===== src/rrmm_pkg.sv =====
// shared types and constants for the row range matrix multiply core
`default_nettype none

package rrmm_pkg;

    localparam int DEF_MAX_INNER  = 1024;
    localparam int DEF_MAX_COLS   = 64;
    localparam int DEF_DATA_WIDTH = 16;

    localparam int STORE_AW    = 16;
    localparam int STORE_DEPTH = 1 << STORE_AW;

    localparam int ROW_W       = 16;
    localparam int COL_W       = 6;
    localparam int SUM_W       = 42;
    localparam int OUT_TDATA_W = ROW_W + COL_W + SUM_W;

    localparam int INNER_REG_W = 11;
    localparam int COLS_REG_W  = 7;
    localparam int FIRST_REG_W = 16;
    localparam int STOP_REG_W  = 17;
    localparam int CFG_DATA_W  = 17;
    localparam int CFG_IDX_W   = 2;
    localparam int CNT_CMP_W   = 13;

    localparam int OBUF_DEPTH = 4;
    localparam int OBUF_AW    = 2;

    localparam logic MODE_B_LOAD = 1'b0;
    localparam logic MODE_A_ELEM = 1'b1;

    typedef enum logic [CFG_IDX_W-1:0] {
        CFG_INNER_SIZE = 2'd0,
        CFG_OUT_COLS   = 2'd1,
        CFG_FIRST_ROW  = 2'd2,
        CFG_STOP_ROW   = 2'd3
    } t_cfg_idx;

    typedef enum logic [1:0] {
        ST_IDLE,
        ST_RUN,
        ST_DRAIN
    } t_ctrl_state;

    typedef struct packed {
        logic                b_wr;
        logic                wp_clr;
        logic                a_load;
        logic                issue;
        logic [STORE_AW-1:0] rd_addr;
        logic [COL_W-1:0]    col;
        logic                first;
        logic                emit;
        logic                last_col;
        logic [ROW_W-1:0]    row;
        logic                done;
    } t_dp_cmd;

    typedef struct packed {
        logic space_ok;
        logic busy;
    } t_dp_sts;

    typedef struct packed {
        logic [SUM_W-1:0] sum;
        logic [COL_W-1:0] col;
        logic [ROW_W-1:0] row;
        logic             last;
        logic             done;
    } t_out_item;

endpackage

`default_nettype wire


===== src/rrmm_ctrl.sv =====
// controller: configuration registers, row and inner counters, column sequencer
`default_nettype none

module rrmm_ctrl #(
    parameter int MAX_INNER = rrmm_pkg::DEF_MAX_INNER,
    parameter int MAX_COLS  = rrmm_pkg::DEF_MAX_COLS
) (
    input  wire logic                            i_clk,
    input  wire logic                            i_rst_n,
    input  wire logic                            i_valid,
    input  wire logic                            i_mode,
    output logic                                 o_ready,
    input  wire logic                            i_cfg_valid,
    output logic                                 o_cfg_ready,
    input  wire logic [rrmm_pkg::CFG_IDX_W-1:0]  i_cfg_index,
    input  wire logic [rrmm_pkg::CFG_DATA_W-1:0] i_cfg_data,
    output rrmm_pkg::t_dp_cmd                    o_cmd,
    input  wire rrmm_pkg::t_dp_sts               i_sts
);

    localparam int ICW = (MAX_INNER > 1) ? $clog2(MAX_INNER) : 1;

    rrmm_pkg::t_ctrl_state r_state;
    rrmm_pkg::t_ctrl_state n_state;

    logic [rrmm_pkg::INNER_REG_W-1:0] r_inner_size;
    logic [rrmm_pkg::COLS_REG_W-1:0]  r_out_cols;
    logic [rrmm_pkg::FIRST_REG_W-1:0] r_first_row;
    logic [rrmm_pkg::STOP_REG_W-1:0]  r_stop_row;

    logic [ICW-1:0]                r_inner_cnt;
    logic [rrmm_pkg::ROW_W-1:0]    r_row_cnt;

    logic [rrmm_pkg::COL_W-1:0]      r_col;
    logic [rrmm_pkg::COLS_REG_W-1:0] r_cols;
    logic [rrmm_pkg::STORE_AW-1:0]   r_base;
    logic                            r_first;
    logic                            r_emit;
    logic [rrmm_pkg::ROW_W-1:0]      r_row;
    logic                            r_done;

    logic                            accept;
    logic                            a_take;
    logic [rrmm_pkg::CNT_CMP_W-1:0]  inner_eff;
    logic [rrmm_pkg::COLS_REG_W-1:0] cols_eff;
    logic [rrmm_pkg::STOP_REG_W-1:0] cur_row;
    logic                            in_range;
    logic                            last_elem;
    logic                            final_row;
    logic [31:0]                     base_full;
    logic                            last_col;

    always_comb begin
        if (r_inner_size == '0) begin
            inner_eff = rrmm_pkg::CNT_CMP_W'(1);
        end else if (rrmm_pkg::CNT_CMP_W'(r_inner_size) > rrmm_pkg::CNT_CMP_W'(MAX_INNER)) begin
            inner_eff = rrmm_pkg::CNT_CMP_W'(MAX_INNER);
        end else begin
            inner_eff = rrmm_pkg::CNT_CMP_W'(r_inner_size);
        end
        if (r_out_cols == '0) begin
            cols_eff = rrmm_pkg::COLS_REG_W'(1);
        end else if (r_out_cols > rrmm_pkg::COLS_REG_W'(MAX_COLS)) begin
            cols_eff = rrmm_pkg::COLS_REG_W'(MAX_COLS);
        end else begin
            cols_eff = r_out_cols;
        end
    end

    assign cur_row   = rrmm_pkg::STOP_REG_W'(r_first_row) + rrmm_pkg::STOP_REG_W'(r_row_cnt);
    assign in_range  = cur_row < r_stop_row;
    assign last_elem = (rrmm_pkg::CNT_CMP_W'(r_inner_cnt) + 1'b1) >= inner_eff;
    assign final_row = (cur_row + 1'b1) == r_stop_row;
    assign base_full = 32'(r_inner_cnt) * 32'(cols_eff);
    assign last_col  = ({1'b0, r_col} == (r_cols - 1'b1));

    assign accept = i_valid && o_ready;
    assign a_take = accept && (i_mode == rrmm_pkg::MODE_A_ELEM) && in_range;

    // next state
    always_comb begin
        n_state = r_state;
        case (r_state)
            rrmm_pkg::ST_IDLE: begin
                if (a_take) begin
                    n_state = rrmm_pkg::ST_RUN;
                end
            end
            rrmm_pkg::ST_RUN: begin
                if (o_cmd.issue && last_col) begin
                    n_state = rrmm_pkg::ST_DRAIN;
                end
            end
            rrmm_pkg::ST_DRAIN: begin
                if (!i_sts.busy) begin
                    n_state = rrmm_pkg::ST_IDLE;
                end
            end
            default: n_state = rrmm_pkg::ST_IDLE;
        endcase
    end

    // outputs
    always_comb begin
        o_ready     = 1'b0;
        o_cfg_ready = 1'b1;
        o_cmd       = '0;
        case (r_state)
            rrmm_pkg::ST_IDLE: begin
                o_ready      = 1'b1;
                o_cmd.b_wr   = i_valid && (i_mode == rrmm_pkg::MODE_B_LOAD);
                o_cmd.wp_clr = i_valid && (i_mode == rrmm_pkg::MODE_A_ELEM);
                o_cmd.a_load = i_valid && (i_mode == rrmm_pkg::MODE_A_ELEM) && in_range;
            end
            rrmm_pkg::ST_RUN: begin
                o_cmd.issue = !r_emit || i_sts.space_ok;
            end
            rrmm_pkg::ST_DRAIN: begin
                o_cmd.issue = 1'b0;
            end
            default: o_cmd = '0;
        endcase
        o_cmd.rd_addr  = r_base + rrmm_pkg::STORE_AW'(r_col);
        o_cmd.col      = r_col;
        o_cmd.first    = r_first;
        o_cmd.emit     = r_emit;
        o_cmd.last_col = last_col;
        o_cmd.row      = r_row;
        o_cmd.done     = r_done;
    end

    always_ff @(posedge i_clk) begin
        if (!i_rst_n) begin
            r_state      <= rrmm_pkg::ST_IDLE;
            r_inner_size <= rrmm_pkg::INNER_REG_W'(1);
            r_out_cols   <= rrmm_pkg::COLS_REG_W'(1);
            r_first_row  <= '0;
            r_stop_row   <= '0;
            r_inner_cnt  <= '0;
            r_row_cnt    <= '0;
            r_col        <= '0;
        end else begin
            r_state <= n_state;
            if (i_cfg_valid && o_cfg_ready) begin
                case (rrmm_pkg::t_cfg_idx'(i_cfg_index))
                    rrmm_pkg::CFG_INNER_SIZE:
                        r_inner_size <= i_cfg_data[rrmm_pkg::INNER_REG_W-1:0];
                    rrmm_pkg::CFG_OUT_COLS:
                        r_out_cols <= i_cfg_data[rrmm_pkg::COLS_REG_W-1:0];
                    rrmm_pkg::CFG_FIRST_ROW:
                        r_first_row <= i_cfg_data[rrmm_pkg::FIRST_REG_W-1:0];
                    rrmm_pkg::CFG_STOP_ROW:
                        r_stop_row <= i_cfg_data[rrmm_pkg::STOP_REG_W-1:0];
                    default: r_stop_row <= r_stop_row;
                endcase
            end
            if (a_take) begin
                r_col <= '0;
                if (last_elem) begin
                    r_inner_cnt <= '0;
                    r_row_cnt   <= final_row ? '0 : r_row_cnt + 1'b1;
                end else begin
                    r_inner_cnt <= r_inner_cnt + 1'b1;
                end
            end else if (o_cmd.issue) begin
                r_col <= r_col + 1'b1;
            end
        end
    end

    // per-item context, latched when an a element is taken
    always_ff @(posedge i_clk) begin
        if (a_take) begin
            r_cols  <= cols_eff;
            r_base  <= base_full[rrmm_pkg::STORE_AW-1:0];
            r_first <= (r_inner_cnt == '0);
            r_emit  <= last_elem;
            r_row   <= cur_row[rrmm_pkg::ROW_W-1:0];
            r_done  <= final_row;
        end
    end

endmodule

`default_nettype wire


===== config.mk =====
export PLATFORM = sky130hd
export DESIGN_NAME = rrmm_ctrl
export DESIGN_NICKNAME = d
export VERILOG_FILES = /design/src/rrmm_pkg.sv /design/src/rrmm_ctrl.sv
export SDC_FILE = /design/constraint.sdc
export NUM_CORES = 1
export LEC_CHECK = 0
export BUFFER_PORTS_ARGS = -buffer_cell sky130_fd_sc_hd__buf_2
export CAP_MARGIN = 30
export CELL_PAD_IN_SITES_DETAIL_PLACEMENT = 0
export CELL_PAD_IN_SITES_GLOBAL_PLACEMENT = 2
export CORE_AREA = 2 2 125 219
export CTS_CLUSTER_DIAMETER = 200
export DETAILED_ROUTE_END_ITERATION = 16
export DIE_AREA = 0 0 127 221
export PLACE_DENSITY = 0.81
export SETUP_SLACK_MARGIN = 0.15
export SYNTH_ARGS = -nofsm -noshare
export SYNTH_HDL_FRONTEND = slang
export SYNTH_SLANG_ARGS = --single-unit
export TNS_END_PERCENT = 100

===== constraint.sdc =====
create_clock -name i_clk -period 6.3 [get_ports i_clk]
set_input_delay 1.89 -clock i_clk [delete_from_list [all_inputs] [get_ports i_clk]]
set_output_delay 1.89 -clock i_clk [all_outputs]
set_load 0.02 [all_outputs]

==> impl_metrics.ini <==
[global_route]
grt_pass1_wl_mm = 43.3
grt_start_max_net_pins = 50
grt_pass1_vias = 8389
grtUsageTotal = 0.201
antenna_found_initial = 0
overflow = 0

[placement]
hpwl_mm = 21.9
place.gp.congestion = 0.884
io_buffers = 72

[sta]
maxSlewViolCount = 0
tns_ps = 0
min_period_ps = 5950
fin_crit_sh = 0.945
relSlewSlack = 0.438
rsz0062_at_grt = false
max_freq_ghz = 0.168
setup-violations-final = 0
skew_ps = 9.35
worst_hold_slack_ps = 465
tightest_slew_ps = 840
hold_violations = 0

[yosys]
ys_types = 82
synth_ff_type = dfxtp_1
synth_edf_count = 42
ys_ff_latch = 127
synth_common_cells = nand2_1 (164), ha_1 (89), inv_1 (89)
netlist_area_sq_mm = 0.0101
synthTopCellsByArea = dfxtp_1 (17%), edfxtp_1 (12%), ha_1 (11%)
netlist_instances = 1135
yosys.area.top_type = dfxtp_1
yosysMostFrequentCell = nand2_1
syn_avg_cell_area_sq_um = 8.94
synthArstFlopShare = 0
synth_fp_nets = 1290
synth_top_area_share = 0.168
yosysSeqAreaShare = 0.292
yosys_warnings = 0

[cts]
cts.sinks = 127
clockBufferDepth = 2
clk_pin_slew_ps = 60
cts_tree = built
clock_latency_ps = 440
cts-root-buf = clkbuf_16
cts_inserted_buffers = 17
htreeDepth = 4

[critical_path]
worstPathArrival_ps = 4060
startpoint_type = register
crit_type = register to output port
endpoint = o_cmd[43]
reg2reg_from = r_out_cols[6]
crit_fanout = 9
rrSetupSlack_ps = 800
cp.required_ps = 4410
r2r_end = r_base[15]
rr_worst_depth = 19
cp-end-kind = output port
critPathLaunch = r_row_cnt[1]

[routing]
drc = 0
drtAntennaViolNets = 0
route.detailed.wl_per_inst_um = 18.2
vias = 8094
vias_per_cell = 5.29
drt-pass1-iter-count = 4
wl_mm = 27.8
drt-initial-drc-count = 308

[floorplanning]
start_util = 0.386
coreArea_sq_mm = 0.0263
io_pins = 74
die_h_um = 221
die_width_um = 127
rows = 79
die_area_sq_mm = 0.0281

[hold_path]
hp-class = register to register

[status]
status = completed

[pwr]
leakage_nw = 5.02
power_density_mw_per_mm2 = 204
max-vdd-ir-drop_mv = 0.182

[finish]
layout-drive-gt1-share = 0.144
fillerInstances = 2614
syn2layout_area_growth_pct = 13.8
antenna-diode-count = 0
nets = 1348

[job]
cap_violations = 0
==> cell usage in the layout (no fill, tap or decap), types with 36 or more instances in the layout <==
cell type and n:
nand2_1 164, inv_1 88, ha_1 87, dfxtp_1 84
buf_2 71, xnor2_1 52, and2_1 50, nor2_1 47
a21oi_1 42, edfxtp_1 42, fa_1 39, a21boi_0 36
==> worst min-delay path by stage <==
stage | startpoint | to | slack [ps] | depth (start not counted)
after global placement | r_first_row[5] | r_first_row[5] | 450 | 2
after floorplan | r_stop_row[11] | r_stop_row[11] | 440 | 2
after global routing | r_stop_row[7] | r_stop_row[7] | 480 | 2
after detailed placement | r_stop_row[7] | r_stop_row[7] | 460 | 2
final | r_stop_row[7] | r_stop_row[7] | 460 | 2
after CTS | r_stop_row[7] | r_stop_row[7] | 470 | 2
==> registers in the layout, summed over array words and instances, names as in the netlist <==
register and cells:
r_col 6, r_base 16, r_cols 7, r_first_row 16
r_row 16, r_stop_row 17, r_state 2, r_done 1
r_first 1, r_inner_cnt 10, r_emit 1, r_row_cnt 16
r_out_cols 7, r_inner_size 11
==> critical path: stages (launching register included) <==
cell	delay, ps
dfxtp_1	450
ha_1	310
a211oi_4	390
o211ai_2	220
a211o_1	310
and2_2	280
ha_1	310
a21o_1	170
a21o_1	170
a21oi_1	150
nor2b_1	70
o41a_1	540
inv_1	110
buf_4	140
==> report_power, final <==
part | internal (mW) | switching, mW
combinational | 0.114 | 0.212
sequential | 0.892 | 0.0266
clock | 0.712 | 0.402
==> per-stage QoR <==
| stage | std cells | total power [mW] | instance area, sq um | utilization | setup slack, ps |
|---|---|---|---|---|---|
| after global placement | 1496 | 1.26 | 10800 | 0.412 | 495 |
| after detailed placement | 1497 | 1.26 | 10800 | 0.412 | 484 |
| final | 1530 | 2.36 | 11600 | 0.439 | 346 |
| after global routing | 1530 | 2.45 | 11600 | 0.439 | 170 |
| after CTS | 1530 | 2.39 | 11500 | 0.437 | 159 |
| after floorplan | 1135 | 1.14 | 10100 | - | 742 |
==> kinds of logic (layout without fill, tap and decap cells) <==
family / Yosys count / after routing / share of synthesized area
mux: 22 / 22 / 0.0220
buf+inv: 146 / 217 / 0.0586
fa+ha+maj: 129 / 129 / 0.189
other cells: 1 / 1 / 0.000370
flops: 127 / 127 / 0.292
simple gates: 415 / 415 / 0.207
compound gates: 206 / 206 / 0.151
xor+xnor: 89 / 89 / 0.0803
==> layer usage <==
layer  global-route usage  vias to the layer above  routed length, um
li1                     -                     4024                  -
met5                    0                        -                  0
met2                0.413                      124              16400
met3               0.0264                       51                530
met4                0.104                        0               1180
met1                0.183                     3895               9710
==> area by class of cell <==
type                       instances  area, sq um  share of cell area
inverter                          90          339              0.0294
timing repair buffer              95          539              0.0467
sequential                       127         2960               0.257
tap                              324          405              0.0351
clock inverter                    14          214              0.0185
multi-input combinational        862         6650               0.576
clock buffer                      18          439              0.0380
==> repair_timing <==
action                                  4_1_cts  5_1_grt
endpoints found under the setup margin        1        1
pin swaps                                     3        3
resized for setup                             1       10
cloned                                        0        0
hold buffers                                  0        0
setup buffers                                 1        0
No activity file was read; power rests on OpenSTA's default activity.
